--- src/hdl/ppba_pkg.sv ---
// ----------------------------------------------------------------------------
// ppba_pkg: shared definitions for the pulse peak BPM averager
// Widths, register indexes, reset values, divider constants, the sequencer
// state type and the divider request and response structs.
// ----------------------------------------------------------------------------
package ppba_pkg;

   // Field widths.
   localparam int unsigned SAMPLE_W  = 10;
   localparam int unsigned PERIOD_W  = 10;
   localparam int unsigned TIME_W    = 16;
   localparam int unsigned RATE_W    = 8;
   localparam int unsigned SCALE_W   = 10;
   localparam int unsigned HYST_W    = 12;
   localparam int unsigned LEVEL_W   = 20;
   localparam int unsigned PEAK_W    = 21;
   localparam int unsigned CSR_IDX_W = 2;
   localparam int unsigned CSR_DAT_W = 16;

   localparam int unsigned HISTORY_DEPTH_DEF = 8;

   // Configuration register indexes.
   localparam logic [CSR_IDX_W-1:0] CSR_PERIOD  = 2'd0;
   localparam logic [CSR_IDX_W-1:0] CSR_TIMEOUT = 2'd1;
   localparam logic [CSR_IDX_W-1:0] CSR_MIN_BPM = 2'd2;
   localparam logic [CSR_IDX_W-1:0] CSR_MAX_BPM = 2'd3;

   // Configuration reset values.
   localparam logic [PERIOD_W-1:0] PERIOD_RST  = 10'd60;
   localparam logic [TIME_W-1:0]   TIMEOUT_RST = 16'd7000;
   localparam logic [RATE_W-1:0]   MIN_BPM_RST = 8'd40;
   localparam logic [RATE_W-1:0]   MAX_BPM_RST = 8'd200;

   // Shared divider: dividends are left aligned so that only the
   // significant bits are stepped through.
   localparam int unsigned DIV_W     = 16;
   localparam int unsigned DIV_CNT_W = 5;

   localparam int unsigned SCALE_STEPS = 10;
   localparam int unsigned HYST_STEPS  = 12;
   localparam int unsigned BPM_STEPS   = 16;

   localparam logic [DIV_W-1:0] SCALE_DVD = DIV_W'(1000 << (DIV_W - SCALE_STEPS));
   localparam logic [DIV_W-1:0] HYST_DVD  = DIV_W'(3000 << (DIV_W - HYST_STEPS));
   localparam logic [DIV_W-1:0] BPM_DVD   = DIV_W'(60000);

   // floor(x / 5) = (x * RECIP5) >> RECIP5_SHIFT for x below 2**22.
   localparam int unsigned       RECIP5_SHIFT = 26;
   localparam logic [23:0]       RECIP5       = 24'd13421773;

   typedef enum logic [3:0] {
      ST_IDLE,
      ST_SCALE,
      ST_HYST,
      ST_MUL,
      ST_DECAY,
      ST_PEAK,
      ST_RATE,
      ST_PUSH,
      ST_MEAN_GO,
      ST_MEAN,
      ST_FINISH
   } state_type;

   typedef struct packed {
      logic                 start;
      logic [DIV_W-1:0]     dividend;
      logic [DIV_W-1:0]     divisor;
      logic [DIV_CNT_W-1:0] steps;
   } div_req_type;

   typedef struct packed {
      logic             done;
      logic [DIV_W-1:0] quotient;
   } div_rsp_type;

endpackage

--- src/hdl/ppba_if.sv ---
// ----------------------------------------------------------------------------
// ppba_if: request and response channels of the pulse peak BPM averager
// Valid/ready channels; a request moves on an edge where both are high.
// ----------------------------------------------------------------------------
interface ppba_req_if import ppba_pkg::*; ();
   logic                valid;
   logic                ready;
   logic [SAMPLE_W-1:0] adc_sample;

   modport source (output valid, output adc_sample, input ready);
   modport sink   (input valid, input adc_sample, output ready);
endinterface

interface ppba_rsp_if import ppba_pkg::*; ();
   logic              valid;
   logic              ready;
   logic              beat_detected;
   logic              new_bpm_accepted;
   logic [RATE_W-1:0] average_bpm;
   logic              history_cleared;

   modport source (output valid, output beat_detected, output new_bpm_accepted,
                   output average_bpm, output history_cleared, input ready);
   modport sink   (input valid, input beat_detected, input new_bpm_accepted,
                   input average_bpm, input history_cleared, output ready);
endinterface

--- src/hdl/pulse_peak_bpm_averager.sv ---
// ----------------------------------------------------------------------------
// pulse_peak_bpm_averager: beat detector and BPM averager for a pulse sensor
// Each request is one sensor sample; each produces exactly one response
// carrying the beat flag, the accepted flag, the running average and the
// timeout-cleared flag.
//
// Usage: one request on req_bus per sample tick; the response comes out on
// rsp_bus. Registers sample_period_ms, timeout_ms, min_bpm and max_bpm are
// written through csr_we/csr_index/csr_wdata while no request is in flight.
// A single sequencer drives one shared restoring divider and handles one
// request at a time; req_bus.ready is low while it works. The divider runs
// the scale and hysteresis divisions for every request, the rate division
// for a beat with a nonzero interval, and the mean division for a rate
// that enters the history.
// The response is held in an output register, so a stalled receiver does
// not block the next request; the sequencer waits only if the previous
// response is still unclaimed when the next one is ready.
// Reset (synchronous) restores the register defaults and clears the peak
// tracker, the interval timers, the history and the average.
// ----------------------------------------------------------------------------
module pulse_peak_bpm_averager import ppba_pkg::*; #(
   parameter int unsigned HISTORY_DEPTH = HISTORY_DEPTH_DEF
) (
   input  logic                 clock,
   input  logic                 reset,
   ppba_req_if.sink             req_bus,
   ppba_rsp_if.source           rsp_bus,
   input  logic                 csr_we,
   input  logic [CSR_IDX_W-1:0] csr_index,
   input  logic [CSR_DAT_W-1:0] csr_wdata
);

   localparam int unsigned FILL_W = $clog2(HISTORY_DEPTH + 1);
   localparam int unsigned SUM_W  = $clog2(HISTORY_DEPTH * 255 + 1);

   state_type state_ff, state_in;

   // Configuration.
   logic [PERIOD_W-1:0] period_ff, period_in;
   logic [TIME_W-1:0]   timeout_ff, timeout_in;
   logic [RATE_W-1:0]   min_bpm_ff, min_bpm_in;
   logic [RATE_W-1:0]   max_bpm_ff, max_bpm_in;
   logic [PERIOD_W-1:0] period_eff;

   // Tracker and history state.
   logic [PEAK_W-1:0]   peak_ff, peak_in;
   logic                in_peak_ff, in_peak_in;
   logic [TIME_W-1:0]   interval_ff, interval_in;
   logic [TIME_W-1:0]   since_ff, since_in;
   logic [RATE_W-1:0]   hist_ff [HISTORY_DEPTH];
   logic [RATE_W-1:0]   hist_in [HISTORY_DEPTH];
   logic [FILL_W-1:0]   filled_ff, filled_in;
   logic [SUM_W-1:0]    sum_ff, sum_in;
   logic [RATE_W-1:0]   mean_ff, mean_in;

   // Per-request working registers.
   logic [SAMPLE_W-1:0] sample_ff, sample_in;
   logic [SCALE_W-1:0]  scale_ff, scale_in;
   logic [HYST_W-1:0]   hyst_ff, hyst_in;
   logic [LEVEL_W-1:0]  level_ff, level_in;
   logic [RATE_W-1:0]   rate_ff, rate_in;
   logic                beat_ff, beat_in;
   logic                accepted_ff, accepted_in;
   logic                cleared_ff, cleared_in;

   // Response register.
   logic                rsp_valid_ff, rsp_valid_in;
   logic                rsp_beat_ff, rsp_beat_in;
   logic                rsp_accepted_ff, rsp_accepted_in;
   logic [RATE_W-1:0]   rsp_mean_ff, rsp_mean_in;
   logic                rsp_cleared_ff, rsp_cleared_in;
   logic                rsp_free;

   div_req_type div_req;
   div_rsp_type div_rsp;

   // Peak evaluation terms.
   logic [LEVEL_W+1:0]  level_x4;
   logic [45:0]         decay_prod;
   logic [LEVEL_W-1:0]  decay_level;
   logic                above_band;
   logic                below_band;
   logic                pk_beat;
   logic                rate_go;
   logic [TIME_W:0]     since_sum;
   logic [TIME_W-1:0]   since_sat;
   logic [TIME_W:0]     interval_sum;
   logic                in_window;

   ppba_div u_div (
      .clock   (clock),
      .reset   (reset),
      .div_req (div_req),
      .div_rsp (div_rsp)
   );

   assign period_eff  = (period_ff == '0) ? PERIOD_W'(1) : period_ff;
   assign rsp_free    = !rsp_valid_ff || rsp_bus.ready;

   assign level_x4    = {level_ff, 2'b00};
   assign decay_prod  = level_x4 * RECIP5;
   assign decay_level = decay_prod[RECIP5_SHIFT +: LEVEL_W];

   assign above_band  = (PEAK_W'(level_ff) + PEAK_W'(scale_ff)) > peak_ff;
   assign below_band  = (PEAK_W'(level_ff) + PEAK_W'(hyst_ff)) < peak_ff;
   assign pk_beat     = above_band && !in_peak_ff;
   assign rate_go     = pk_beat && (interval_ff != '0);

   assign since_sum    = {1'b0, since_ff} + (TIME_W + 1)'(period_eff);
   assign since_sat    = since_sum[TIME_W] ? '1 : since_sum[TIME_W-1:0];
   assign interval_sum = {1'b0, interval_ff} + (TIME_W + 1)'(period_eff);

   assign in_window = (div_rsp.quotient >= DIV_W'(min_bpm_ff)) &&
                      (div_rsp.quotient <= DIV_W'(max_bpm_ff));

   // Next state.
   always_comb begin
      state_in = state_ff;
      unique case (state_ff)
         ST_IDLE:    if (req_bus.valid) state_in = ST_SCALE;
         ST_SCALE:   if (div_rsp.done) state_in = ST_HYST;
         ST_HYST:    if (div_rsp.done) state_in = ST_MUL;
         ST_MUL:     state_in = ST_DECAY;
         ST_DECAY:   state_in = ST_PEAK;
         ST_PEAK:    state_in = rate_go ? ST_RATE : ST_FINISH;
         ST_RATE: begin
            if (div_rsp.done) state_in = in_window ? ST_PUSH : ST_FINISH;
         end
         ST_PUSH:    state_in = ST_MEAN_GO;
         ST_MEAN_GO: state_in = ST_MEAN;
         ST_MEAN:    if (div_rsp.done) state_in = ST_FINISH;
         ST_FINISH:  if (rsp_free) state_in = ST_IDLE;
         default:    state_in = ST_IDLE;
      endcase
   end

   // Sequencer outputs: request handshake and divider launches.
   always_comb begin
      req_bus.ready = 1'b0;
      div_req       = '0;
      unique case (state_ff)
         ST_IDLE: begin
            req_bus.ready    = 1'b1;
            div_req.start    = req_bus.valid;
            div_req.dividend = SCALE_DVD;
            div_req.divisor  = DIV_W'(period_eff);
            div_req.steps    = DIV_CNT_W'(SCALE_STEPS);
         end
         ST_SCALE: begin
            div_req.start    = div_rsp.done;
            div_req.dividend = HYST_DVD;
            div_req.divisor  = DIV_W'(period_eff);
            div_req.steps    = DIV_CNT_W'(HYST_STEPS);
         end
         ST_PEAK: begin
            // The rate uses the interval as it stood before this beat.
            div_req.start    = rate_go;
            div_req.dividend = BPM_DVD;
            div_req.divisor  = interval_ff;
            div_req.steps    = DIV_CNT_W'(BPM_STEPS);
         end
         ST_MEAN_GO: begin
            div_req.start    = 1'b1;
            div_req.dividend = DIV_W'(sum_ff) << (DIV_W - SUM_W);
            div_req.divisor  = DIV_W'(filled_ff);
            div_req.steps    = DIV_CNT_W'(SUM_W);
         end
         default: begin
            div_req = '0;
         end
      endcase
   end

   // Configuration writes.
   always_comb begin
      period_in  = period_ff;
      timeout_in = timeout_ff;
      min_bpm_in = min_bpm_ff;
      max_bpm_in = max_bpm_ff;
      if (csr_we) begin
         unique case (csr_index)
            CSR_PERIOD:  period_in  = csr_wdata[PERIOD_W-1:0];
            CSR_TIMEOUT: timeout_in = csr_wdata[TIME_W-1:0];
            CSR_MIN_BPM: min_bpm_in = csr_wdata[RATE_W-1:0];
            CSR_MAX_BPM: max_bpm_in = csr_wdata[RATE_W-1:0];
            default:     period_in  = period_ff;
         endcase
      end
   end

   // Datapath.
   always_comb begin
      peak_in     = peak_ff;
      in_peak_in  = in_peak_ff;
      interval_in = interval_ff;
      since_in    = since_ff;
      hist_in     = hist_ff;
      filled_in   = filled_ff;
      sum_in      = sum_ff;
      mean_in     = mean_ff;
      sample_in   = sample_ff;
      scale_in    = scale_ff;
      hyst_in     = hyst_ff;
      level_in    = level_ff;
      rate_in     = rate_ff;
      beat_in     = beat_ff;
      accepted_in = accepted_ff;
      cleared_in  = cleared_ff;

      unique case (state_ff)
         ST_IDLE: begin
            if (req_bus.valid) begin
               sample_in   = req_bus.adc_sample;
               beat_in     = 1'b0;
               accepted_in = 1'b0;
               cleared_in  = 1'b0;
            end
         end
         ST_SCALE: begin
            if (div_rsp.done) scale_in = div_rsp.quotient[SCALE_W-1:0];
         end
         ST_HYST: begin
            if (div_rsp.done) hyst_in = div_rsp.quotient[HYST_W-1:0];
         end
         ST_MUL: begin
            level_in = LEVEL_W'(sample_ff) * LEVEL_W'(scale_ff);
         end
         ST_DECAY: begin
            // The tracked peak decays to four fifths of the level when the
            // signal has fallen far below it.
            if ((PEAK_W + 1)'(level_x4) < (PEAK_W + 1)'(peak_ff)) begin
               peak_in = PEAK_W'(decay_level);
            end
         end
         ST_PEAK: begin
            if (above_band) begin
               if (PEAK_W'(level_ff) > peak_ff) peak_in = PEAK_W'(level_ff);
               in_peak_in = 1'b1;
            end else if (below_band) begin
               in_peak_in = 1'b0;
               peak_in    = peak_ff - PEAK_W'(scale_ff);
            end
            beat_in = pk_beat;
            if (pk_beat) begin
               interval_in = TIME_W'(period_eff);
               since_in    = '0;
            end else begin
               interval_in = interval_sum[TIME_W] ? '1 : interval_sum[TIME_W-1:0];
               since_in    = since_sat;
               if (since_sat > timeout_ff) begin
                  for (int i = 0; i < HISTORY_DEPTH; i++) hist_in[i] = '0;
                  filled_in  = '0;
                  sum_in     = '0;
                  mean_in    = '0;
                  cleared_in = 1'b1;
               end
            end
         end
         ST_RATE: begin
            if (div_rsp.done && in_window) begin
               rate_in     = div_rsp.quotient[RATE_W-1:0];
               accepted_in = 1'b1;
            end
         end
         ST_PUSH: begin
            for (int i = HISTORY_DEPTH - 1; i > 0; i--) hist_in[i] = hist_ff[i-1];
            hist_in[0] = rate_ff;
            // The running sum drops the entry shifted out of the oldest slot.
            sum_in = sum_ff + SUM_W'(rate_ff) - SUM_W'(hist_ff[HISTORY_DEPTH-1]);
            if (filled_ff != FILL_W'(HISTORY_DEPTH)) filled_in = filled_ff + FILL_W'(1);
         end
         ST_MEAN: begin
            if (div_rsp.done) mean_in = div_rsp.quotient[RATE_W-1:0];
         end
         default: begin
            mean_in = mean_ff;
         end
      endcase
   end

   // Response register.
   always_comb begin
      rsp_valid_in    = rsp_valid_ff;
      rsp_beat_in     = rsp_beat_ff;
      rsp_accepted_in = rsp_accepted_ff;
      rsp_mean_in     = rsp_mean_ff;
      rsp_cleared_in  = rsp_cleared_ff;
      if (rsp_valid_ff && rsp_bus.ready) rsp_valid_in = 1'b0;
      if (state_ff == ST_FINISH && rsp_free) begin
         rsp_valid_in    = 1'b1;
         rsp_beat_in     = beat_ff;
         rsp_accepted_in = accepted_ff;
         rsp_mean_in     = mean_ff;
         rsp_cleared_in  = cleared_ff;
      end
   end

   always_ff @(posedge clock) begin
      if (reset) begin
         state_ff     <= ST_IDLE;
         period_ff    <= PERIOD_RST;
         timeout_ff   <= TIMEOUT_RST;
         min_bpm_ff   <= MIN_BPM_RST;
         max_bpm_ff   <= MAX_BPM_RST;
         peak_ff      <= '0;
         in_peak_ff   <= 1'b0;
         interval_ff  <= '0;
         since_ff     <= '0;
         for (int i = 0; i < HISTORY_DEPTH; i++) hist_ff[i] <= '0;
         filled_ff    <= '0;
         sum_ff       <= '0;
         mean_ff      <= '0;
         rsp_valid_ff <= 1'b0;
      end else begin
         state_ff     <= state_in;
         period_ff    <= period_in;
         timeout_ff   <= timeout_in;
         min_bpm_ff   <= min_bpm_in;
         max_bpm_ff   <= max_bpm_in;
         peak_ff      <= peak_in;
         in_peak_ff   <= in_peak_in;
         interval_ff  <= interval_in;
         since_ff     <= since_in;
         hist_ff      <= hist_in;
         filled_ff    <= filled_in;
         sum_ff       <= sum_in;
         mean_ff      <= mean_in;
         rsp_valid_ff <= rsp_valid_in;
      end
   end

   always_ff @(posedge clock) begin
      sample_ff       <= sample_in;
      scale_ff        <= scale_in;
      hyst_ff         <= hyst_in;
      level_ff        <= level_in;
      rate_ff         <= rate_in;
      beat_ff         <= beat_in;
      accepted_ff     <= accepted_in;
      cleared_ff      <= cleared_in;
      rsp_beat_ff     <= rsp_beat_in;
      rsp_accepted_ff <= rsp_accepted_in;
      rsp_mean_ff     <= rsp_mean_in;
      rsp_cleared_ff  <= rsp_cleared_in;
   end

   assign rsp_bus.valid            = rsp_valid_ff;
   assign rsp_bus.beat_detected    = rsp_beat_ff;
   assign rsp_bus.new_bpm_accepted = rsp_accepted_ff;
   assign rsp_bus.average_bpm      = rsp_mean_ff;
   assign rsp_bus.history_cleared  = rsp_cleared_ff;

endmodule

--- src/hdl/ppba_div.sv ---
// ----------------------------------------------------------------------------
// ppba_div: shared restoring divider
// One quotient bit per cycle over a left aligned dividend; done pulses for
// one cycle together with the final quotient.
// ----------------------------------------------------------------------------
module ppba_div import ppba_pkg::*; (
   input  logic        clock,
   input  logic        reset,
   input  div_req_type div_req,
   output div_rsp_type div_rsp
);

   logic [DIV_W-1:0]     dvd_ff, dvd_in;
   logic [DIV_W-1:0]     rem_ff, rem_in;
   logic [DIV_W-1:0]     dvs_ff, dvs_in;
   logic [DIV_CNT_W-1:0] cnt_ff, cnt_in;
   logic                 done_ff, done_in;
   logic [DIV_W:0]       trial;
   logic [DIV_W:0]       diff;

   assign trial = {rem_ff, dvd_ff[DIV_W-1]};
   assign diff  = trial - {1'b0, dvs_ff};

   always_comb begin
      dvd_in  = dvd_ff;
      rem_in  = rem_ff;
      dvs_in  = dvs_ff;
      cnt_in  = cnt_ff;
      done_in = 1'b0;
      if (div_req.start) begin
         dvd_in = div_req.dividend;
         rem_in = '0;
         dvs_in = div_req.divisor;
         cnt_in = div_req.steps;
      end else if (cnt_ff != '0) begin
         // A borrow out of the trial subtraction means the bit is zero.
         if (!diff[DIV_W]) begin
            rem_in = diff[DIV_W-1:0];
         end else begin
            rem_in = trial[DIV_W-1:0];
         end
         dvd_in  = {dvd_ff[DIV_W-2:0], ~diff[DIV_W]};
         cnt_in  = cnt_ff - DIV_CNT_W'(1);
         done_in = (cnt_ff == DIV_CNT_W'(1));
      end
   end

   always_ff @(posedge clock) begin
      if (reset) begin
         cnt_ff  <= '0;
         done_ff <= 1'b0;
      end else begin
         cnt_ff  <= cnt_in;
         done_ff <= done_in;
      end
   end

   always_ff @(posedge clock) begin
      dvd_ff <= dvd_in;
      rem_ff <= rem_in;
      dvs_ff <= dvs_in;
   end

   assign div_rsp.done     = done_ff;
   assign div_rsp.quotient = dvd_ff;

endmodule

--- src/flat_wrapper.sv ---
// flat-port wrapper written by rule: the top's interface ports become plain ports
module pulse_peak_bpm_averager_flat import ppba_pkg::*;
#(
   parameter int unsigned HISTORY_DEPTH = HISTORY_DEPTH_DEF
)
  (clock, reset, csr_we, csr_index, csr_wdata, req_bus_valid, req_bus_adc_sample, req_bus_ready, rsp_bus_valid, rsp_bus_beat_detected, rsp_bus_new_bpm_accepted, rsp_bus_average_bpm, rsp_bus_history_cleared, rsp_bus_ready);
  ppba_req_if req_bus_i ();
  ppba_rsp_if rsp_bus_i ();
  input  logic clock;
  input  logic reset;
  input  logic csr_we;
  input  logic [CSR_IDX_W-1:0] csr_index;
  input  logic [CSR_DAT_W-1:0] csr_wdata;
  input wire logic [$bits(req_bus_i.valid)-1:0] req_bus_valid;
  input wire logic [$bits(req_bus_i.adc_sample)-1:0] req_bus_adc_sample;
  output wire logic [$bits(req_bus_i.ready)-1:0] req_bus_ready;
  output wire logic [$bits(rsp_bus_i.valid)-1:0] rsp_bus_valid;
  output wire logic [$bits(rsp_bus_i.beat_detected)-1:0] rsp_bus_beat_detected;
  output wire logic [$bits(rsp_bus_i.new_bpm_accepted)-1:0] rsp_bus_new_bpm_accepted;
  output wire logic [$bits(rsp_bus_i.average_bpm)-1:0] rsp_bus_average_bpm;
  output wire logic [$bits(rsp_bus_i.history_cleared)-1:0] rsp_bus_history_cleared;
  input wire logic [$bits(rsp_bus_i.ready)-1:0] rsp_bus_ready;
  assign req_bus_i.valid = req_bus_valid;
  assign req_bus_i.adc_sample = req_bus_adc_sample;
  assign req_bus_ready = req_bus_i.ready;
  assign rsp_bus_valid = rsp_bus_i.valid;
  assign rsp_bus_beat_detected = rsp_bus_i.beat_detected;
  assign rsp_bus_new_bpm_accepted = rsp_bus_i.new_bpm_accepted;
  assign rsp_bus_average_bpm = rsp_bus_i.average_bpm;
  assign rsp_bus_history_cleared = rsp_bus_i.history_cleared;
  assign rsp_bus_i.ready = rsp_bus_ready;
  pulse_peak_bpm_averager #(.HISTORY_DEPTH(HISTORY_DEPTH)) u_core (.clock(clock), .reset(reset), .req_bus(req_bus_i), .rsp_bus(rsp_bus_i), .csr_we(csr_we), .csr_index(csr_index), .csr_wdata(csr_wdata));
endmodule
--- config.mk ---
export PLATFORM = sky130hd
export DESIGN_NAME = pulse_peak_bpm_averager_flat
export DESIGN_NICKNAME = d
export VERILOG_FILES = /design/src/hdl/ppba_pkg.sv /design/src/hdl/ppba_if.sv /design/src/hdl/pulse_peak_bpm_averager.sv /design/src/hdl/ppba_div.sv /design/src/flat_wrapper.sv
export SDC_FILE = /design/constraint.sdc
export NUM_CORES = 1
export LEC_CHECK = 0
export ABC_AREA = 0
export BUFFER_PORTS_ARGS = -buffer_cell sky130_fd_sc_hd__buf_2
export CAP_MARGIN = 20
export CELL_PAD_IN_SITES_DETAIL_PLACEMENT = 1
export CELL_PAD_IN_SITES_GLOBAL_PLACEMENT = 1
export CORE_ASPECT_RATIO = 0.5
export CORE_MARGIN = 2
export CORE_UTILIZATION = 40
export DETAILED_ROUTE_END_ITERATION = 8
export PLACE_DENSITY = 0.74
export SLEW_MARGIN = 25
export SYNTH_ARGS = -nofsm -noshare
export SYNTH_HDL_FRONTEND = slang
export SYNTH_HIERARCHICAL = 1
export SYNTH_SLANG_ARGS = --single-unit
--- constraint.sdc ---
create_clock -name clock -period 15 [get_ports clock]
set_input_delay 0.75 -clock clock [delete_from_list [all_inputs] [get_ports clock]]
set_output_delay 0.75 -clock clock [all_outputs]
set_load 0.01 [all_outputs]
==> reports/summary.txt <==
Post-synth EDFFs: 106
Die X: 381 um
commonest non-fill, non-tap cell in the layout: ha_1
WL final: 83100 um
vias in the first global route: 24200
total I/O pin count: 46
crit path launch: u_core/level_ff[0]
core area: 70600 sq um
WL/cell: 20.3 um
gpl congestion: 0.898
Antenna Nets Post-Route: 0
CTS Buffer Depth: 3
Cell Rows: 69
Distinct cells, synth: 94
DIE HEIGHT: 192 um
initial core utilization: 40.2%
Avg Cell Area, Syn: 9.16 sq um
Final Hold Vio Count: 0
Worst Setup EP: u_core/u_div/dvd_ff[14]
initial antenna violation count: 0
share of layout cells above drive strength 1: 6.43%
setup bufs post-CTS: 0
sequential-to-total area share from yosys stat: 26.0%
status: complete, no violations
root buffer cell: clkbuf_16
setup TNS: 0 ps
Area Overhead vs Synth: 8.95%
Main synth FF type: dfxtp_1
first-pass GRT wire length: 132000 um
1st-pass router iterations: 7
Setup Crit Path Kind: reg -> reg
element type at the critical path end: flop
MaxCap Viol Count: 0
unrepaired setup endpoints after global routing: false
commonest non-fill, non-tap cells in the layout: ha_1, inv_1, nand2_1, dfxtp_1, fa_1
Syn. warnings: 6
Clock Sink Count: 316
Register-to-Register Path Depth: 26
fin nets: 3751
Final Cycle Share: 57.5%
CTS Buf Count: 38
vias: 22700
Reg-to-Reg Start: u_core/level_ff[0]
critical path peak fanout: 50
Overflow after GRT: 0
CTS resizes: 0
Final Max Slew Viols: 0
H-tree depth: 2
Syn Inst Count: 3100
total track usage: 22.6%
DP HPWL: 63800 um
reg2reg setup slack: 6370 ps
Finish-stage setup viols: 0
ANT cells: 0
Vias/cell: 5.57
Data required, critical path: 15200 ps
min Tclk post-route: 8630 ps
synthesized area: 28400 sq um
HP Class: in -> reg
number of remaining DRC errors: 0
Achievable Freq: 0.116 GHz
CP startpoint kind: flop
DRT iter0 DRCs: 1066
Post-synth ARST share: 0%
max_slew headroom: 26.5%
largest net degree at the start of global routing: 76
CTS tree: yes
Slew @ Worst Pin: 1100 ps
CTS Hold Bufs: 0
Crit path arrival time: 8830 ps
Final Skew: 22.6 ps
Seq cells post-synth: 316
number of port buffers: 45
worst skew pair latency: 590 ps
Die Area: 73300 sq um
CTS clk-pin slew, worst paths: 60 ps
worst r2r dst: u_core/u_div/dvd_ff[14]
stage by stage:
stage	hold WS (ps)	utilization (%)	setup slack [ps]	cell area (sq um)	std cells
floorplan	400	-	8450	28400	3104
global placement	411	41.9	6860	29600	4016
detailed placement	406	41.9	6620	29600	4016
CTS	321	43.8	6510	30900	4086
global route	340	43.8	5760	30900	4086
finish	349	43.8	6370	30900	4086
cells by family (layout without fill, tap and decap cells):
group | after synthesis | after routing | share of synthesized area (%)
AO/OA/AOI/OAI | 700 | 700 | 16.6
flip-flops | 316 | 316 | 26.0
multiplexers | 45 | 45 | 1.68
other | 1 | 5 | 0.0132
XOR/XNOR | 115 | 115 | 3.55
buffers and inverters | 531 | 555 | 7.13
AND/OR/NAND/NOR | 772 | 772 | 12.8
adder cells (fa/ha/maj) | 620 | 620 | 32.2
registers in the layout (all words and copies together) (netlist names), 10 cells and up:
| register | flops |
|---|---|
| u_core/interval_ff | 16 |
| u_core/since_ff | 16 |
| u_core/u_div/rem_ff | 16 |
| u_core/hyst_ff | 12 |
| u_core/level_ff | 20 |
| u_core/u_div/dvd_ff | 16 |
| u_core/u_div/dvs_ff | 16 |
| u_core/scale_ff | 10 |
| u_core/period_ff | 10 |
| u_core/hist_ff | 64 |
| u_core/sum_ff | 11 |
| u_core/sample_ff | 10 |
| u_core/peak_ff | 21 |
| u_core/timeout_ff | 16 |
area by class of cell:
type | instances | area (sq um)
fillers | 8189 | 39700
multi-input cells | 2257 | 19100
repair buffers | 67 | 393
flip-flops and latches | 316 | 7390
clock inverters | 24 | 284
inverters | 418 | 1570
clock buffers | 46 | 1030
well taps | 958 | 1200
routing by layer:
metal  global-route usage (%)  wire length (um)  up-vias
met2                     39.9             39800      382
met5                        0                 0        -
li1                         -                 -    10800
met4                     6.55              2180        0
met1                     29.4             38300    11500
met3                     2.57              2820      139
Yosys cell counts (all sizes together), types with 19 or more instances:
library cell    n  share of area [%]
ha            434                 19
inv           416                5.5
nand2         316                4.2
dfxtp         210                 15
fa            186                 13
a21oi         163                2.9
nor2          155                2.0
o21ai         113                2.0
edfxtp        106                 11
clkbuf         92                1.2
a21o           87                2.3
xnor2          82                2.5
and2           64                1.4
o22ai          60                1.3
a211oi         41                1.1
nor3           39               0.69
nand3          38               0.67
xor2           33                1.0
o211ai         32               0.85
nor2b          28               0.62
mux2i          26               0.92
nand4          23               0.51
o21bai         23               0.61
buf            21               0.38
o21a           21               0.56
nand2b         20               0.44
mux2           19               0.77
or2            19               0.42
how the worst min path moves through the flow:
stage	start	endpoint	slack, ps	cells after the start
6_report	req_bus_adc_sample[9]	u_core/sample_ff[9]	350	1
5_1_grt	req_bus_adc_sample[9]	u_core/sample_ff[9]	340	1
4_1_cts	req_bus_adc_sample[9]	u_core/sample_ff[9]	320	1
3_5_place_dp	u_core/accepted_ff	u_core/rsp_bus.new_bpm_accepted	410	0
3_3_place_gp	u_core/accepted_ff	u_core/rsp_bus.new_bpm_accepted	410	0
2_1_floorplan	u_core/beat_ff	u_core/rsp_bus.beat_detected	400	0
worst max-delay path, cell delays in order (launching register included):
cell and delay (ps):
edfxtp_1 830, ha_1 300, inv_1 60, fa_1 430, nor2b_1 130, o21ai_0 100, a21boi_0 300, o21ai_0 150
a21boi_0 240, o21ai_0 140, a21boi_0 240, o21ai_0 330, a211oi_1 420, xnor2_1 180, ha_1 270, a21o_1 160
a21o_1 170, a21oi_1 160, o21ai_1 100, a211oi_1 450, or3_1 840, nor2_1 380, nand2_1 230, nand3_2 90
buf_4 320, nor2_1 650, inv_1 540
Power is left out: the tool's default activity adds up to more than one toggle a clock period on the data nets, which glitch-free logic cannot reach.
